===== config.mk =====
export PLATFORM = sky130hd
export DESIGN_NAME = bldc_hall_commutation_speed
export DESIGN_NICKNAME = d
export VERILOG_FILES = /design/src/sv/bhcs_pkg.sv /design/src/sv/bldc_hall_commutation_speed.sv
export SDC_FILE = /design/constraint.sdc
export NUM_CORES = 1
export LEC_CHECK = 0
export CAP_MARGIN = 20
export CORE_ASPECT_RATIO = 1.25
export CORE_MARGIN = 3
export CORE_UTILIZATION = 45
export CTS_CLUSTER_DIAMETER = 30
export DETAILED_ROUTE_END_ITERATION = 12
export DONT_BUFFER_PORTS = 1
export GPL_TIMING_DRIVEN = 0
export SETUP_SLACK_MARGIN = 0.1
export SLEW_MARGIN = 10
export SYNTH_ARGS = -nofsm -noshare
export SYNTH_HDL_FRONTEND = slang
export SYNTH_SLANG_ARGS = --single-unit
export TNS_END_PERCENT = 10

===== constraint.sdc =====
create_clock -name i_clk -period 5.28 [get_ports i_clk]
set_input_delay 0 -clock i_clk [delete_from_list [all_inputs] [get_ports i_clk]]
set_output_delay 0 -clock i_clk [all_outputs]
set_load 0.01 [all_outputs]

===== src/sv/bhcs_pkg.sv =====
// ----------------------------------------------------------------------------
// bhcs_pkg: shared types and tables for Hall commutation and speed counting
// Transaction structs, op codes and the six-step lookup tables.
// ----------------------------------------------------------------------------
package bhcs_pkg;

    typedef enum logic [1:0] {
        OP_DRIVE = 2'd0,
        OP_HALL  = 2'd1,
        OP_TICK  = 2'd2,
        OP_NONE  = 2'd3
    } t_op;

    typedef struct packed {
        logic [1:0] op;
        logic [2:0] hall;
        logic [7:0] drive_magnitude;
        logic       drive_reverse;
    } t_in_item;

    typedef struct packed {
        logic [7:0] a_high_duty;
        logic       a_low_on;
        logic [7:0] b_high_duty;
        logic       b_low_on;
        logic [7:0] c_high_duty;
        logic       c_low_on;
        logic [2:0] phase_now;
        logic       step_moved;
        logic       step_reverse;
        logic [7:0] speed_magnitude;
        logic       speed_reverse;
        logic       speed_report;
    } t_out_item;

    localparam logic [2:0] PHASE_NONE = 3'd0;
    localparam logic [2:0] PHASE_MIN  = 3'd1;
    localparam logic [2:0] PHASE_MAX  = 3'd6;
    localparam logic [7:0] MAG_MAX    = 8'd255;

    // Hall code {Z,Y,X} to phase 1..6; 000 and 111 are invalid
    function automatic logic [2:0] hall_to_phase(input logic [2:0] hall);
        logic [2:0] ph;
        case (hall)
            3'd1:    ph = 3'd1;
            3'd2:    ph = 3'd3;
            3'd3:    ph = 3'd2;
            3'd4:    ph = 3'd5;
            3'd5:    ph = 3'd6;
            3'd6:    ph = 3'd4;
            default: ph = PHASE_NONE;
        endcase
        return ph;
    endfunction

    // High-side coil mask {C,B,A} per phase and direction
    function automatic logic [2:0] high_mask(input logic [2:0] ph, input logic rev);
        logic [2:0] m;
        case ({ph, rev})
            4'b001_0: m = 3'b100;
            4'b001_1: m = 3'b010;
            4'b010_0: m = 3'b001;
            4'b010_1: m = 3'b010;
            4'b011_0: m = 3'b001;
            4'b011_1: m = 3'b100;
            4'b100_0: m = 3'b010;
            4'b100_1: m = 3'b100;
            4'b101_0: m = 3'b010;
            4'b101_1: m = 3'b001;
            4'b110_0: m = 3'b100;
            4'b110_1: m = 3'b001;
            default:  m = 3'b000;
        endcase
        return m;
    endfunction

    // Low-side coil mask {C,B,A} per phase and direction
    function automatic logic [2:0] low_mask(input logic [2:0] ph, input logic rev);
        logic [2:0] m;
        case ({ph, rev})
            4'b001_0: m = 3'b010;
            4'b001_1: m = 3'b100;
            4'b010_0: m = 3'b010;
            4'b010_1: m = 3'b001;
            4'b011_0: m = 3'b100;
            4'b011_1: m = 3'b001;
            4'b100_0: m = 3'b100;
            4'b100_1: m = 3'b010;
            4'b101_0: m = 3'b001;
            4'b101_1: m = 3'b010;
            4'b110_0: m = 3'b001;
            4'b110_1: m = 3'b100;
            default:  m = 3'b000;
        endcase
        return m;
    endfunction

endpackage


===== src/sv/bldc_hall_commutation_speed.sv =====
// ----------------------------------------------------------------------------
// bldc_hall_commutation_speed: six-step BLDC commutation with speed counting
// Decodes Hall sensors to a phase, drives the high/low side pattern and
// counts signed steps into a saturating accumulator sampled by ticks.
// ----------------------------------------------------------------------------
//
//  channel | direction | valid       | stall       | payload
//  --------+-----------+-------------+-------------+-------------------------
//  in      | input     | i_in_valid  | o_in_stall  | i_in_data  (t_in_item)
//  out     | output    | o_out_valid | i_out_stall | o_out_data (t_out_item)
//
//  One transaction per clock while o_in_stall is low. The state update
//  and the result are computed combinationally from the input and the
//  state registers, and the result is registered on acceptance.
//  A two-entry output queue (output register plus skid) keeps input
//  acceptance going while a result waits; o_in_stall is high only when
//  both entries are full, and is a pure register output.
//  Reset (i_rst_n low, synchronous) clears all state and empties the queue.
//
module bldc_hall_commutation_speed (
    input  logic                 i_clk,
    input  logic                 i_rst_n,
    input  logic                 i_in_valid,
    output logic                 o_in_stall,
    input  bhcs_pkg::t_in_item   i_in_data,
    output logic                 o_out_valid,
    input  logic                 i_out_stall,
    output bhcs_pkg::t_out_item  o_out_data
);
    import bhcs_pkg::*;

    // Architectural state
    logic [7:0] r_level,    n_level;
    logic       r_dir,      n_dir;
    logic [2:0] r_phase,    n_phase;
    logic [2:0] r_prev,     n_prev;
    logic [2:0] r_low,      n_low;
    logic [7:0] r_duty_a,   n_duty_a;
    logic [7:0] r_duty_b,   n_duty_b;
    logic [7:0] r_duty_c,   n_duty_c;
    logic       r_moved,    n_moved;
    logic       r_step_rev, n_step_rev;
    logic [7:0] r_acc_mag,  n_acc_mag;
    logic       r_acc_rev,  n_acc_rev;
    logic [7:0] r_meas_mag, n_meas_mag;
    logic       r_meas_rev, n_meas_rev;

    // Output queue
    logic       r_out_valid;
    logic       r_skid_valid;
    t_out_item  r_out_data;
    t_out_item  r_skid_data;

    logic       in_acc;
    logic       out_take;
    logic       apply_pat;
    logic       report;
    logic [2:0] hmask;
    logic [2:0] fwd_next;
    logic [2:0] rev_next;
    logic       step_go;
    logic       step_dir;
    t_out_item  result;

    assign in_acc   = i_in_valid && !r_skid_valid;
    assign out_take = r_out_valid && !i_out_stall;

    assign fwd_next = (r_prev == PHASE_MAX) ? PHASE_MIN : r_prev + 3'd1;
    assign rev_next = (r_prev == PHASE_MIN) ? PHASE_MAX : r_prev - 3'd1;

    // Next-state logic for one transaction
    always_comb begin
        n_level    = r_level;
        n_dir      = r_dir;
        n_phase    = r_phase;
        n_prev     = r_prev;
        n_low      = r_low;
        n_moved    = r_moved;
        n_step_rev = r_step_rev;
        n_acc_mag  = r_acc_mag;
        n_acc_rev  = r_acc_rev;
        n_meas_mag = r_meas_mag;
        n_meas_rev = r_meas_rev;
        apply_pat  = 1'b0;
        report     = 1'b0;
        step_go    = 1'b0;
        step_dir   = 1'b0;

        case (i_in_data.op)
            OP_DRIVE: begin
                n_level   = i_in_data.drive_magnitude;
                n_dir     = i_in_data.drive_reverse;
                apply_pat = 1'b1;
            end
            OP_HALL: begin
                n_phase   = hall_to_phase(i_in_data.hall);
                apply_pat = 1'b1;
                n_prev    = n_phase;
                n_moved   = 1'b0;
                if (r_prev != PHASE_NONE && n_phase != PHASE_NONE) begin
                    if (n_phase == fwd_next) begin
                        step_go  = 1'b1;
                        step_dir = 1'b0;
                    end else if (n_phase == rev_next) begin
                        step_go  = 1'b1;
                        step_dir = 1'b1;
                    end
                end
                if (step_go) begin
                    n_moved    = 1'b1;
                    n_step_rev = step_dir;
                end
            end
            OP_TICK: begin
                n_meas_mag = r_acc_mag;
                n_meas_rev = r_acc_rev;
                n_acc_mag  = '0;
                report     = 1'b1;
            end
            default: begin
            end
        endcase

        // Sign-magnitude accumulate, saturating at full scale
        if (step_go) begin
            if (r_acc_mag == '0) begin
                n_acc_rev = step_dir;
                n_acc_mag = 8'd1;
            end else if (r_acc_rev == step_dir) begin
                if (r_acc_mag != MAG_MAX) begin
                    n_acc_mag = r_acc_mag + 8'd1;
                end
            end else begin
                n_acc_mag = r_acc_mag - 8'd1;
            end
        end

        // Six-step pattern; unknown phase kills high sides, low sides hold
        hmask    = high_mask(n_phase, n_dir);
        n_duty_a = r_duty_a;
        n_duty_b = r_duty_b;
        n_duty_c = r_duty_c;
        if (apply_pat) begin
            n_duty_a = hmask[0] ? n_level : 8'd0;
            n_duty_b = hmask[1] ? n_level : 8'd0;
            n_duty_c = hmask[2] ? n_level : 8'd0;
            if (n_phase != PHASE_NONE) begin
                n_low = low_mask(n_phase, n_dir);
            end
        end
    end

    always_comb begin
        result.a_high_duty     = n_duty_a;
        result.a_low_on        = n_low[0];
        result.b_high_duty     = n_duty_b;
        result.b_low_on        = n_low[1];
        result.c_high_duty     = n_duty_c;
        result.c_low_on        = n_low[2];
        result.phase_now       = n_phase;
        result.step_moved      = n_moved;
        result.step_reverse    = n_step_rev;
        result.speed_magnitude = n_meas_mag;
        result.speed_reverse   = n_meas_rev;
        result.speed_report    = report;
    end

    // State registers
    always_ff @(posedge i_clk) begin
        if (!i_rst_n) begin
            r_level    <= '0;
            r_dir      <= 1'b0;
            r_phase    <= PHASE_NONE;
            r_prev     <= PHASE_NONE;
            r_low      <= '0;
            r_duty_a   <= '0;
            r_duty_b   <= '0;
            r_duty_c   <= '0;
            r_moved    <= 1'b0;
            r_step_rev <= 1'b0;
            r_acc_mag  <= '0;
            r_acc_rev  <= 1'b0;
            r_meas_mag <= '0;
            r_meas_rev <= 1'b0;
        end else if (in_acc) begin
            r_level    <= n_level;
            r_dir      <= n_dir;
            r_phase    <= n_phase;
            r_prev     <= n_prev;
            r_low      <= n_low;
            r_duty_a   <= n_duty_a;
            r_duty_b   <= n_duty_b;
            r_duty_c   <= n_duty_c;
            r_moved    <= n_moved;
            r_step_rev <= n_step_rev;
            r_acc_mag  <= n_acc_mag;
            r_acc_rev  <= n_acc_rev;
            r_meas_mag <= n_meas_mag;
            r_meas_rev <= n_meas_rev;
        end
    end

    // Output register plus skid; skid only fills while the head is held
    always_ff @(posedge i_clk) begin
        if (!i_rst_n) begin
            r_out_valid  <= 1'b0;
            r_skid_valid <= 1'b0;
        end else begin
            if (out_take) begin
                if (r_skid_valid) begin
                    r_out_valid  <= 1'b1;
                    r_skid_valid <= 1'b0;
                end else begin
                    r_out_valid <= in_acc;
                end
            end else if (in_acc) begin
                if (!r_out_valid) begin
                    r_out_valid <= 1'b1;
                end else begin
                    r_skid_valid <= 1'b1;
                end
            end
        end
    end

    always_ff @(posedge i_clk) begin
        if (out_take) begin
            if (r_skid_valid) begin
                r_out_data <= r_skid_data;
            end else if (in_acc) begin
                r_out_data <= result;
            end
        end else if (in_acc) begin
            if (!r_out_valid) begin
                r_out_data <= result;
            end else begin
                r_skid_data <= result;
            end
        end
    end

    assign o_in_stall  = r_skid_valid;
    assign o_out_valid = r_out_valid;
    assign o_out_data  = r_out_data;

endmodule


Word level (Yosys, flattened, before mapping)
Memories as Yosys holds them, arrays and structs flattened. Cells that the tools add are included.

Register bits after elaboration: 148. Memory bits (read-only): 96. Bits of input ports: 18. Output and inout bits: 44. Word-level logic and storage cells: 126. Memories kept: 2.

$add $sub $neg: 4. Eq/ne operators: 15. Mux-type cells: 44. Bitwise gates (word level): 2. Reduce and logical (&&, ||, !) cells: 19.

Memories: (no name shown) (words 16, bits a word 3, read ports 1, clocked after memory_dff 0, wr ports 0, RTL line bhcs_pkg.sv:59) `case ({ph, rev})`; (no name shown) (words 16, bits a word 3, read ports 1, clocked after memory_dff 0, wr ports 0, RTL line bhcs_pkg.sv:80) `case ({ph, rev})`.

Operators by type and width (number): $mux W42 (5); $mux W8 (13); $mux W1 (19); $mux W3 (6); $pmux W3 S6 (1); $eq A3 B3 Y1 const B (4); $reduce_and A3 Y1 (3); $reduce_bool A3 Y1 (3); $add A8 B1 Y8 const B (1); $logic_not A8 Y1 (1); $ne A8 B8 Y1 const B (1); $sub A8 B1 Y8 const B (1); $eq A3 B1 Y1 const B (2); $eq A3 B2 Y1 const B (2); $eq A3 B3 Y1 (2); $reduce_and A2 Y1 (2); $reduce_bool A2 Y1 (2); $reduce_or A2 Y1 (2); $add A3 B1 Y3 const B (1); $logic_and A1 B1 Y1 (3); $sub A3 B1 Y3 const B (1); $eq A2 B1 Y1 const B (1); $eq A2 B2 Y1 const B (1); $logic_not A1 Y1 (2); other kinds (4) (5).

Depth between registers and ports, before layout
Gate-level depths: netlist (run 1).

Word-level depth: 13. Mapped depth: 11. Mapped depth without buffers: 10.

Worst setup path after synthesis (run 1)
Ideal clock, no wire load.

Path kind: register to register. From: register r_skid_valid, in the netlist o_in_stall. To: register r_out_data (netlist bit o_out_data[0]), enable pin. Setup time: 455 ps. Data arrival time: 3302 ps. Required time: 4825 ps. Setup slack: 1523 ps. Cell stages (with the launch flop): 6. Buffers on the path: 2. Period minus slack after synthesis: 3757 ps. Cells stage by stage: dfxtp_1 nor2b_1 clkbuf_1 buf_1 a21oi_1 a21oi_1.

Word-level cells in the longest chain between the ends: 4. Elaborated cells on any way between the ends: 5. Classes of those cells: reduce/logical: 5.

RTL lines: start, declared (RTL line bldc_hall_commutation_speed.sv:50) `logic r_skid_valid;`; start signal, assigned (RTL line bldc_hall_commutation_speed.sv:207) `r_skid_valid <= 1'b0;`; start signal, assigned (RTL line bldc_hall_commutation_speed.sv:212) `r_skid_valid <= 1'b0;`; start signal, assigned (RTL line bldc_hall_commutation_speed.sv:220) `r_skid_valid <= 1'b1;`; $logic_not A1 Y1 (RTL line bldc_hall_commutation_speed.sv:65) `assign in_acc = i_in_valid && !r_skid_valid;`; $logic_and A1 B1 Y1 (RTL line bldc_hall_commutation_speed.sv:65); $reduce_bool A2 Y1 (no line); $reduce_and A3 Y1 (no line) (*); end signal, assigned (RTL line bldc_hall_commutation_speed.sv:229) `r_out_data <= r_skid_data;`; end signal, assigned (RTL line bldc_hall_commutation_speed.sv:231) `r_out_data <= result;`; end signal, assigned (RTL line bldc_hall_commutation_speed.sv:235) `r_out_data <= result;`; end, declared (RTL line bldc_hall_commutation_speed.sv:51) `t_out_item r_out_data;`.

Every way passes the cells marked *; elsewhere a longest branch is shown, timed or not. A chain may end at the register's enable or synchronous reset.

Worst setup path after layout (run 1)
From: register r_prev[0]. To: register r_acc_mag[1].

Word-level cells in the longest chain between the ends: 11. Elaborated cells on any way between the ends: 22. Classes of those cells: add/sub: 2; eq/ne: 5; mux: 13; reduce/logical: 2.

RTL lines: start, declared (RTL line bldc_hall_commutation_speed.sv:36) `logic [2:0] r_prev, n_prev;`; start signal, assigned (RTL line bldc_hall_commutation_speed.sv:189) `r_prev <= n_prev;`; $sub A3 B1 Y3 or $eq A3 B1 Y1 (tied branches) (RTL line bldc_hall_commutation_speed.sv:69) `assign rev_next = (r_prev == PHASE_MIN) ? PHASE_MAX : r_prev - 3'd1;`; $mux W3 (RTL line bldc_hall_commutation_speed.sv:69); $eq A3 B3 Y1 (RTL line bldc_hall_commutation_speed.sv:104) `end else if (n_phase == rev_next) begin`; $mux W1 (RTL line bldc_hall_commutation_speed.sv:104); $mux W1 (RTL line bldc_hall_commutation_speed.sv:101) `if (n_phase == fwd_next) begin`; $mux W1 (RTL line bldc_hall_commutation_speed.sv:100) `if (r_prev != PHASE_NONE && n_phase != PHASE_NONE) begin`; $mux W1 (RTL line bldc_hall_commutation_speed.sv:89) `case (i_in_data.op)`; $eq A1 B1 Y1 (RTL line bldc_hall_commutation_speed.sv:129) `end else if (r_acc_rev == step_dir) begin`; $mux W8 (RTL line bldc_hall_commutation_speed.sv:129); $mux W8 (RTL line bldc_hall_commutation_speed.sv:126) `if (r_acc_mag == '0) begin`; $mux W8 (*) (RTL line bldc_hall_commutation_speed.sv:125) `if (step_go) begin`; end signal, assigned (RTL line bldc_hall_commutation_speed.sv:196) `r_acc_mag <= n_acc_mag;`; end, declared (RTL line bldc_hall_commutation_speed.sv:43) `logic [7:0] r_acc_mag, n_acc_mag;`.

Every way passes the cells marked *; elsewhere a longest branch is shown, timed or not. The select of a mux whose other input is x is not followed.

==> impl_metrics.prom, run 1 <==
# TYPE chip_impl_metric gauge
chip_impl_metric{name="synthMuxAreaShare",unit="%"} 4.81
chip_impl_metric{name="gpl.final_weighted_congestion",unit=""} 0.861
chip_impl_info{name="clock_root_cell",value="sky130_fd_sc_hd__clkbuf_16"} 1
chip_impl_metric{name="dr.first_iter.drc_count",unit=""} 382
chip_impl_info{name="whs_endpoint",value="r_dir$_SDFFE_PN0P_"} 1
chip_impl_metric{name="synth-edff-count",unit=""} 84
chip_impl_info{name="min_path_type",value="input pin to flip-flop"} 1
chip_impl_info{name="startpoint_type",value="flip-flop"} 1
chip_impl_info{name="status",value="finished clean"} 1
chip_impl_metric{name="critical_path_arrival",unit="ns"} 3.23
chip_impl_metric{name="p_leak",unit="uW"} 0.00293
chip_impl_metric{name="cts_max_level",unit=""} 4
chip_impl_metric{name="start_util",unit="%"} 46.1
chip_impl_metric{name="fin_nets",unit=""} 732
chip_impl_metric{name="worstSkewPairLatency",unit="ns"} 0.42
chip_impl_metric{name="die-area",unit="sq mm"} 0.0163
chip_impl_info{name="synth-main-ff-cell",value="sky130_fd_sc_hd__edfxtp_1"} 1
chip_impl_metric{name="antenna_cells",unit=""} 0
chip_impl_metric{name="timing_hold_violations_final",unit=""} 0
chip_impl_metric{name="cts.sink_count",unit=""} 148
chip_impl_metric{name="area_growth_syn_to_layout",unit="%"} 15.5
chip_impl_metric{name="timing.final.setup_violations",unit=""} 0
chip_impl_info{name="post-synth-top-count-cell",value="sky130_fd_sc_hd__nor2_1"} 1
chip_impl_metric{name="place_worst_setup_slack",unit="ns"} 2.39
chip_impl_metric{name="vias_in_the_first_global_route",unit=""} 4833
chip_impl_metric{name="maximum_number_of_pins_on_one_net_before_global_route_repair",unit=""} 34
chip_impl_info{name="crit_path_top_delay_cell",value="sky130_fd_sc_hd__nor2_1"} 1
chip_impl_metric{name="stdcell_area",unit="sq mm"} 0.00770
chip_impl_info{name="synth_area_leader_cell",value="sky130_fd_sc_hd__edfxtp_1"} 1
chip_impl_metric{name="portBuffers",unit=""} 0
chip_impl_info{name="netlist_top_cells_area",value="sky130_fd_sc_hd__edfxtp_1, sky130_fd_sc_hd__dfxtp_1, sky130_fd_sc_hd__nor2_1"} 1
chip_impl_metric{name="dr.pass1.iters",unit=""} 4
chip_impl_info{name="grt_setup_unrepaired",value="no"} 1
chip_impl_metric{name="synth_xor_xnor_area_share",unit="%"} 1.05
chip_impl_info{name="reg2reg_from",value="r_prev[0]$_SDFFE_PN0P_"} 1
chip_impl_metric{name="tightestPinTransition",unit="ns"} 0.786
chip_impl_metric{name="post_detailed_route_wirelength_per_cell",unit="um"} 17.3
chip_impl_metric{name="die_w",unit="um"} 115
chip_impl_metric{name="powerDensity",unit="mW/mm^2"} 351
chip_impl_metric{name="final_util",unit="%"} 53.2
chip_impl_metric{name="maxSlewViolCount",unit=""} 0
chip_impl_metric{name="post-cts-setup-buffers",unit=""} 0
chip_impl_metric{name="detailedPlacementHpwl",unit="mm"} 11.0
chip_impl_metric{name="synthesis.nets",unit=""} 693
chip_impl_metric{name="grt_pass1_wl",unit="mm"} 25.5
chip_impl_metric{name="synth.avg_cell_area",unit="sq um"} 9.99
chip_impl_metric{name="cts-root-to-sink-buffers",unit=""} 2
chip_impl_metric{name="gr-usage-all-layers",unit="%"} 20.0
chip_impl_metric{name="yosys.area_share.simple",unit="%"} 16.2
chip_impl_metric{name="regArea",unit="sq mm"} 0.00380
chip_impl_metric{name="synthesis.instances",unit=""} 667
chip_impl_metric{name="critical_path_required",unit="ns"} 5.59
chip_impl_metric{name="numCtsBuffers",unit=""} 17
chip_impl_metric{name="maxCapViolCount",unit=""} 0
chip_impl_metric{name="setup_ws",unit="ns"} 2.36
chip_impl_metric{name="fin_crit_sh",unit="%"} 55.2
chip_impl_info{name="holdCritStartpoint",value="i_in_data[0]"} 1
chip_impl_metric{name="final.min_clock_period",unit="ns"} 2.92
chip_impl_metric{name="rows",unit=""} 49
chip_impl_metric{name="setup.reg_to_reg.worst_slack",unit="ns"} 2.36
chip_impl_metric{name="totalWireLength",unit="mm"} 15.5
chip_impl_info{name="crit-reg2reg-capture",value="r_acc_mag[1]$_SDFFE_PN0P_"} 1
chip_impl_metric{name="synth.ff_latch_count",unit=""} 148
chip_impl_metric{name="drt-vias-per-instance",unit=""} 5.54
chip_impl_metric{name="clock-skew-final",unit="ns"} 0.00821
chip_impl_metric{name="post_synth_fa_ha_maj_area_fraction",unit="%"} 1.50
chip_impl_metric{name="top_level_ports",unit=""} 62
chip_impl_info{name="crit_chain",value="inv_1 -> ha_1 -> nor2b_1 -> a211o_1 -> and4b_1 -> a21oi_1 -> a21oi_2 -> nor2_1 -> o311ai_1 -> a32o_1"} 1
chip_impl_metric{name="synth_compound_gate_area_share",unit="%"} 15.5
chip_impl_metric{name="min_hold_slack",unit="ns"} 0.0650
chip_impl_metric{name="detail-route-antenna-nets",unit=""} 0
chip_impl_metric{name="placement.cell_area",unit="sq mm"} 0.00694
chip_impl_info{name="timing.critical_path.to_type",value="flip-flop"} 1
chip_impl_metric{name="worst-path-max-fanout",unit=""} 8
chip_impl_info{name="synth_top_family_by_area",value="simple AND/OR/NAND/NOR gates"} 1
chip_impl_metric{name="post_route_cells_drive_above_1_share",unit="%"} 7.23
chip_impl_metric{name="core-area",unit="sq mm"} 0.0145
chip_impl_metric{name="yosysSeqAreaShare",unit="%"} 57.1
chip_impl_metric{name="multi_input_comb_area",unit="sq mm"} 0.00261
chip_impl_metric{name="critPathMaxStageDelay",unit="ns"} 0.49
chip_impl_metric{name="gr-total-overflow",unit=""} 0
chip_impl_metric{name="ys_warn_count",unit=""} 0
chip_impl_info{name="tritoncts",value="yes"} 1
chip_impl_metric{name="setup-tns-final",unit="ns"} 0
chip_impl_metric{name="yosysTopAreaCellShare",unit="%"} 37.9
chip_impl_metric{name="antenna_found_initial",unit=""} 0
chip_impl_metric{name="die_h",unit="um"} 142
chip_impl_info{name="critPathKind",value="flip-flop to flip-flop"} 1
chip_impl_metric{name="max-slew-margin-rel",unit="%"} 47.1
chip_impl_metric{name="ys_async_sr_fraction",unit="%"} 0
chip_impl_metric{name="clkTransAtPathRegs",unit="ns"} 0.06
chip_impl_metric{name="post-route-drc-count",unit=""} 0
chip_impl_metric{name="worstHoldPathCells",unit=""} 2
chip_impl_metric{name="cell_area_synth",unit="sq mm"} 0.00666
chip_impl_metric{name="r2r.worst_path.cells",unit=""} 10
chip_impl_info{name="synth_common_cells",value="sky130_fd_sc_hd__nor2_1, sky130_fd_sc_hd__edfxtp_1, sky130_fd_sc_hd__dfxtp_1"} 1
chip_impl_metric{name="ir_drop",unit="V"} 0.000183
chip_impl_metric{name="netlist-cell-type-count",unit=""} 55
chip_impl_metric{name="number_of_vias_after_detailed_routing",unit=""} 4972
chip_impl_metric{name="fmaxAchievable",unit="MHz"} 343
chip_impl_metric{name="filler_cell_count",unit=""} 1283
## cells by family after synthesis
| family | after synthesis |
|---|---|
| adders and majority gates | 8 |
| and+or+nand+nor | 250 |
| AOI/OAI and AO/OA | 153 |
| muxes | 31 |
| xor gates and xnor gates | 8 |
| DFF | 148 |
| buffers and inverters | 69 |
## registers in the layout, indices dropped and copies added, names as in the netlist, 3 cells and up
| signal | flops |
|---|---|
| o_out_data | 42 |
| r_acc_mag | 8 |
| r_prev | 3 |
| r_skid_data | 42 |
| r_phase | 3 |
| r_meas_mag | 8 |
| r_duty_c | 8 |
| r_level | 8 |
| r_low | 3 |
| r_duty_a | 8 |
| r_duty_b | 8 |
## layer usage
| layer | GRT usage [%] | vias to the layer above | share of wire [%] |
|---|---|---|---|
| met3 | 6.04 | 23 | 5.5 |
| met1 | 27.4 | 2353 | 47 |
| li1 | - | 2463 | - |
| met5 | 0 | - | 0 |
| met4 | 6.92 | 0 | 1.9 |
| met2 | 30.3 | 133 | 46 |
## worst max-delay path: cells and delay by family, from the launching register on
family                     cells  cell delay, ns
buffers and inverters          1            0.12
and+or+nand+nor                3            0.86
DFF                            1            0.38
adders and majority gates      1            0.28
AOI/OAI and AO/OA              5            1.15
## report_power, final
part           internal [uW]  switching (uW)  total [uW]
logic                   73.5             142         216
clock network            701             465        1170
registers               1280            38.0        1320
total                   2060             645        2700
## worst max-delay path by stage
stage                            start                   endpoint  cells after the start
5_1_grt         r_prev[0]$_SDFFE_PN0P_  r_acc_mag[1]$_SDFFE_PN0P_                     10
3_5_place_dp   o_in_stall$_SDFFE_PP0P_    o_out_data[2]$_DFFE_PP_                      6
6_report        r_prev[0]$_SDFFE_PN0P_  r_acc_mag[1]$_SDFFE_PN0P_                     10
4_1_cts         r_prev[0]$_SDFFE_PN0P_  r_acc_mag[1]$_SDFFE_PN0P_                     10
2_1_floorplan  o_in_stall$_SDFFE_PP0P_    o_out_data[0]$_DFFE_PP_                      5
3_3_place_gp   o_in_stall$_SDFFE_PP0P_    o_out_data[2]$_DFFE_PP_                      5
## layout make-up
cell class              instances  area share [%]
clock inverters                10            1.24
flip-flops and latches        148            49.4
multi-input cells             450            33.9
inverters                      35            1.71
plain buffers                  34            1.69
repair buffers                 20            2.86
well taps                     178            2.89
clock buffers                  22            6.29
## what timing repair did
item / CTS / global route
resized for setup: 0 / 0
hold buffers: 18 / 0
setup endpoints to repair: 0 / 0
hold endpoints to repair: 35 / 0
## cells in the final DEF (no fill, tap or decap), drive strengths merged, types with 3 or more instances in the layout
master and count:
edfxtp 84, a22o 10, o211ai 3, clkinv 4
a31o 3, a21boi 5, mux2i 23, o21ai 31
nand3 9, buf 9, and3 9, nor2 135
a21oi 42, a32oi 9, a22oi 16, ha 8
nor3 9, xnor2 6, clkbuf 49, dlygate4sd3 18
nand2 61, nand4 3, a32o 5, nand2b 5
a211oi 15, nor2b 7, dfxtp 64, mux2 8
inv 39
## stage by stage
| step | power (uW) | instances |
|---|---|---|
| finish | 2700 | 897 |
| global placement | 1540 | 845 |
| floorplan | 1480 | 667 |
| detailed placement | 1550 | 847 |
| global route | 2800 | 897 |
| CTS | 2730 | 897 |
Note: power is estimated with default switching activity, not from simulation.
==> inputs of run 2 (changes only) <==
--- a/config.mk
+++ b/config.mk
@@ -5,6 +5,7 @@
 export SDC_FILE = /design/constraint.sdc
 export NUM_CORES = 1
 export LEC_CHECK = 0
+export ABC_AREA = 1
 export CAP_MARGIN = 20
 export CORE_ASPECT_RATIO = 1.25
 export CORE_MARGIN = 3
==> constraint.sdc (replaced) <==
create_clock -name i_clk -period 2.9 [get_ports i_clk]
set_input_delay 0 -clock i_clk [delete_from_list [all_inputs] [get_ports i_clk]]
set_output_delay 0 -clock i_clk [all_outputs]
set_load 0.01 [all_outputs]
==> run 2 against run 1 <==
Net effect:
- worst hold slack worse by 0.050 ns
- worst setup slack worse by 2.0 ns
- clock power up 86%
- critical endpoint is now o_out_data[9]$_DFFE_PP_
- critical path depth down 3
- highest routed layer unchanged
- die area up 7.7%
- global-route usage up 0.20 points
- non-clock buffer count up 11
- final area up 8.7%
- sequential cell count unchanged
- largest power group unchanged
- clock-buffer cell count down 1
==> impl_metrics.prom, run 2 <==
# TYPE chip_impl_metric gauge
chip_impl_metric{name="path_depth",unit=""} 7
chip_impl_metric{name="p_seq_share",unit="%"} 46.9
chip_impl_metric{name="clock-skew-final",unit="ns"} 0.00617
chip_impl_metric{name="portBuffers",unit=""} 0
chip_impl_metric{name="synth.avg_cell_area",unit="sq um"} 8.38
chip_impl_metric{name="fin_nets",unit=""} 932
chip_impl_metric{name="final.min_clock_period",unit="ns"} 2.58
chip_impl_metric{name="core-area",unit="sq mm"} 0.0156
chip_impl_metric{name="synth.ff_latch_count",unit=""} 148
chip_impl_metric{name="clkTransAtPathRegs",unit="ns"} 0.06
chip_impl_info{name="synth-main-ff-cell",value="sky130_fd_sc_hd__edfxtp_1"} 1
chip_impl_metric{name="post_detailed_route_wirelength_per_cell",unit="um"} 15.1
chip_impl_metric{name="ir_drop",unit="V"} 0.000456
chip_impl_info{name="cpMostUsedCell",value="sky130_fd_sc_hd__clkbuf_1"} 1
chip_impl_info{name="critPathKind",value="flip-flop to flip-flop"} 1
chip_impl_metric{name="rows",unit=""} 51
chip_impl_metric{name="drt-vias-per-instance",unit=""} 5.04
chip_impl_metric{name="timing_hold_violations_final",unit=""} 0
chip_impl_metric{name="area_growth_syn_to_layout",unit="%"} 16.1
chip_impl_info{name="crit_path_top_delay_cell",value="sky130_fd_sc_hd__a21oi_4"} 1
chip_impl_metric{name="finalNonFillerCells",unit=""} 1131
chip_impl_metric{name="timing.final.setup_violations",unit=""} 0
chip_impl_metric{name="post_cts.resized_instances",unit=""} 0
chip_impl_metric{name="tightestPinTransition",unit="ns"} 0.667
chip_impl_metric{name="synth-edff-count",unit=""} 84
chip_impl_metric{name="gr-total-overflow",unit=""} 0
chip_impl_metric{name="die_h",unit="um"} 147
chip_impl_metric{name="gr-usage-all-layers",unit="%"} 20.2
chip_impl_metric{name="detail-route-antenna-nets",unit=""} 0
chip_impl_metric{name="detailedPlacementHpwl",unit="mm"} 11.8
chip_impl_metric{name="maximum_number_of_pins_on_one_net_before_global_route_repair",unit=""} 29
chip_impl_metric{name="ys_warn_count",unit=""} 0
chip_impl_info{name="layout_commonest_cell",value="sky130_fd_sc_hd__nand2_1"} 1
chip_impl_metric{name="fmaxAchievable",unit="MHz"} 388
chip_impl_metric{name="netSwitchingFraction",unit="%"} 25.8
chip_impl_metric{name="antenna_found_initial",unit=""} 0
chip_impl_metric{name="antenna_cells",unit=""} 0
chip_impl_metric{name="powerDensity",unit="mW/mm^2"} 627
chip_impl_metric{name="worstHoldPathCells",unit=""} 5
chip_impl_metric{name="cell_area_synth",unit="sq mm"} 0.00721
chip_impl_metric{name="yosysSeqAreaShare",unit="%"} 52.8
chip_impl_metric{name="worst-path-max-fanout",unit=""} 28
chip_impl_metric{name="setup-tns-final",unit="ns"} 0
chip_impl_info{name="crit_chain",value="inv_1 -> nor2_1 -> nand2_1 -> clkbuf_1 -> clkbuf_1 -> a21oi_4 -> buf_12"} 1
chip_impl_info{name="status",value="finished clean"} 1
chip_impl_info{name="post-synth-top-count-cell",value="sky130_fd_sc_hd__nand2_1"} 1
chip_impl_metric{name="fin_crit_sh",unit="%"} 88.8
chip_impl_metric{name="numCtsBuffers",unit=""} 17
chip_impl_metric{name="synthesis.nets",unit=""} 886
chip_impl_metric{name="final_util",unit="%"} 53.5
chip_impl_metric{name="critical_path_arrival",unit="ns"} 2.69
chip_impl_info{name="grt_setup_unrepaired",value="no"} 1
chip_impl_metric{name="dr.pass1.iters",unit=""} 5
chip_impl_metric{name="critPathMaxStageDelay",unit="ns"} 0.63
chip_impl_metric{name="synthesis.instances",unit=""} 860
chip_impl_metric{name="cts-root-to-sink-buffers",unit=""} 2
chip_impl_metric{name="totalWireLength",unit="mm"} 17.0
chip_impl_metric{name="worstSkewPairLatency",unit="ns"} 0.42
chip_impl_metric{name="max-slew-margin-rel",unit="%"} 55.4
chip_impl_info{name="clock_root_cell",value="sky130_fd_sc_hd__clkbuf_16"} 1
chip_impl_metric{name="vias_in_the_first_global_route",unit=""} 5510
chip_impl_metric{name="die-area",unit="sq mm"} 0.0176
chip_impl_info{name="layout.cells.most_common_list",value="sky130_fd_sc_hd__nand2_1, sky130_fd_sc_hd__inv_1, sky130_fd_sc_hd__edfxtp_1"} 1
chip_impl_metric{name="p_leak",unit="uW"} 0.00365
chip_impl_info{name="synth_common_cells",value="sky130_fd_sc_hd__nand2_1, sky130_fd_sc_hd__inv_1, sky130_fd_sc_hd__edfxtp_1"} 1
chip_impl_metric{name="maxSlewViolCount",unit=""} 0
chip_impl_metric{name="start_util",unit="%"} 46.1
chip_impl_metric{name="r2r.worst_path.cells",unit=""} 7
chip_impl_metric{name="number_of_cells_in_the_design_after_placement",unit=""} 1074
chip_impl_info{name="timing.critical_path.max_delay_family",value="buffers and inverters"} 1
chip_impl_info{name="min_path_type",value="input pin to flip-flop"} 1
chip_impl_metric{name="path_buf_inv",unit=""} 4
chip_impl_metric{name="share_comb_of_total_power",unit="%"} 11.6
chip_impl_metric{name="top_level_ports",unit=""} 62
chip_impl_info{name="timing.critical_path.to_type",value="flip-flop"} 1
chip_impl_metric{name="pwr-share-clk",unit="%"} 41.5
chip_impl_metric{name="cts_max_level",unit=""} 4
chip_impl_info{name="tritoncts",value="yes"} 1
chip_impl_metric{name="die_w",unit="um"} 119
chip_impl_metric{name="critical_path_required",unit="ns"} 3.02
chip_impl_metric{name="post_route_cells_drive_above_1_share",unit="%"} 10.6
chip_impl_metric{name="maxCapViolCount",unit=""} 0
chip_impl_metric{name="switching_power",unit="uW"} 1350
chip_impl_metric{name="ys_async_sr_fraction",unit="%"} 0
chip_impl_metric{name="dr.first_iter.drc_count",unit=""} 398
chip_impl_metric{name="yosysTopAreaCellShare",unit="%"} 35.0
chip_impl_metric{name="number_of_vias_after_detailed_routing",unit=""} 5698
chip_impl_metric{name="internal_power",unit="uW"} 3890
chip_impl_info{name="startpoint_type",value="flip-flop"} 1
chip_impl_info{name="netlist_top_cells_area",value="sky130_fd_sc_hd__edfxtp_1, sky130_fd_sc_hd__dfxtp_1, sky130_fd_sc_hd__nand2_1"} 1
chip_impl_info{name="synth_area_leader_cell",value="sky130_fd_sc_hd__edfxtp_1"} 1
chip_impl_metric{name="grt_pass1_wl",unit="mm"} 28.5
chip_impl_metric{name="post-route-drc-count",unit=""} 0
chip_impl_metric{name="gpl.final_weighted_congestion",unit=""} 0.877
chip_impl_metric{name="netlist-cell-type-count",unit=""} 41
chip_impl_metric{name="cts.sink_count",unit=""} 148
==> run 2: cell types whose count changed in the layout (fill, tap and decap cells not counted), moves of 15 or more <==
cell and change:
sky130_fd_sc_hd__mux2i_1 -15, sky130_fd_sc_hd__nand3_1 +43, sky130_fd_sc_hd__nor2_1 -91, sky130_fd_sc_hd__nand2_1 +161
sky130_fd_sc_hd__o21ai_0 +22, sky130_fd_sc_hd__inv_1 +72, sky130_fd_sc_hd__nand2_2 +24, sky130_fd_sc_hd__a211oi_1 -15
sky130_fd_sc_hd__a22oi_1 -16, sky130_fd_sc_hd__a21oi_1 +16, sky130_fd_sc_hd__o21ai_1 +34
==> run 2: final timing paths <==
kind	endpoint	start	slack (ns)
setup / recovery	o_out_data[9]$_DFFE_PP_	o_out_valid$_SDFFE_PN0P_	0.32
setup reg to reg	o_out_data[9]$_DFFE_PP_	o_out_valid$_SDFFE_PN0P_	0.32
hold reg to reg	r_phase[2]$_SDFFE_PN0P_	r_phase[2]$_SDFFE_PN0P_	0.47
hold / removal	r_phase[1]$_SDFFE_PN0P_	i_in_data[10]	0.02
==> run 2: logic make-up after synthesis <==
logic type      count (synthesis)  share of synthesized area (%)
fa+ha+maj                       8                           1.39
mux                             8                           1.11
compound gates                170                           13.1
xor+xnor                        7                          0.851
flops                         148                           52.8
buf+inv                       155                           8.47
simple gates                  364                           22.3
==> run 2: per-stage QoR <==
step           instance area, sq um  setup slack [ns]  hold slack (ns)  total power, uW
6_report                       8370             0.325           0.0155             5250
4_1_cts                        8370             0.280          0.00204             5280
5_1_grt                        8370             0.132           0.0393             5460
3_5_place_dp                   7530             0.285            0.216             3080
2_1_floorplan                  7210            -0.262            0.193             2920
3_3_place_gp                   7470             -1.65            0.213             3060
==> run 2: cell type report <==
cell class	instances	area [sq um]
sequential	148	3800
timing repair buffer	27	290
multi-input combinational	557	2810
buffer	38	166
tap	212	265
clock inverter	11	126
clock buffer	21	460
fill	1483	7270
inverter	117	444
==> run 2: per-layer routing <==
metal  vias up  routed length, um  global-route usage [%]
li1       2911                  -                       -
met1      2629               7400                    25.3
met2       123               8480                    34.6
met3        35                617                    3.90
met4         0                538                    7.77
met5         -                  0                       0
==> run 2: worst reg2reg max path, delay by kind of cell, from the launching register on <==
| family | cells | cell delay (ns) |
|---|---|---|
| buf+inv | 4 | 0.98 |
| compound gates | 1 | 0.63 |
| flops | 1 | 0.42 |
| simple gates | 2 | 0.23 |
==> run 2: timing repair <==
item / CTS / global route
setup endpoints to repair: 0 / 0
endpoints found under the hold margin: 20 / 0
buffers inserted: 0 / 0
hold buffers: 25 / 0
==> run 2: power groups by stage <==
stage	Clock [uW]	Sequential [uW]	Combinational, uW
final	2180	2460	606
after CTS	2210	2460	609
after detailed placement	0	2510	571
after floorplan	0	2490	429
after global routing	2290	2470	696
after global placement	0	2510	553
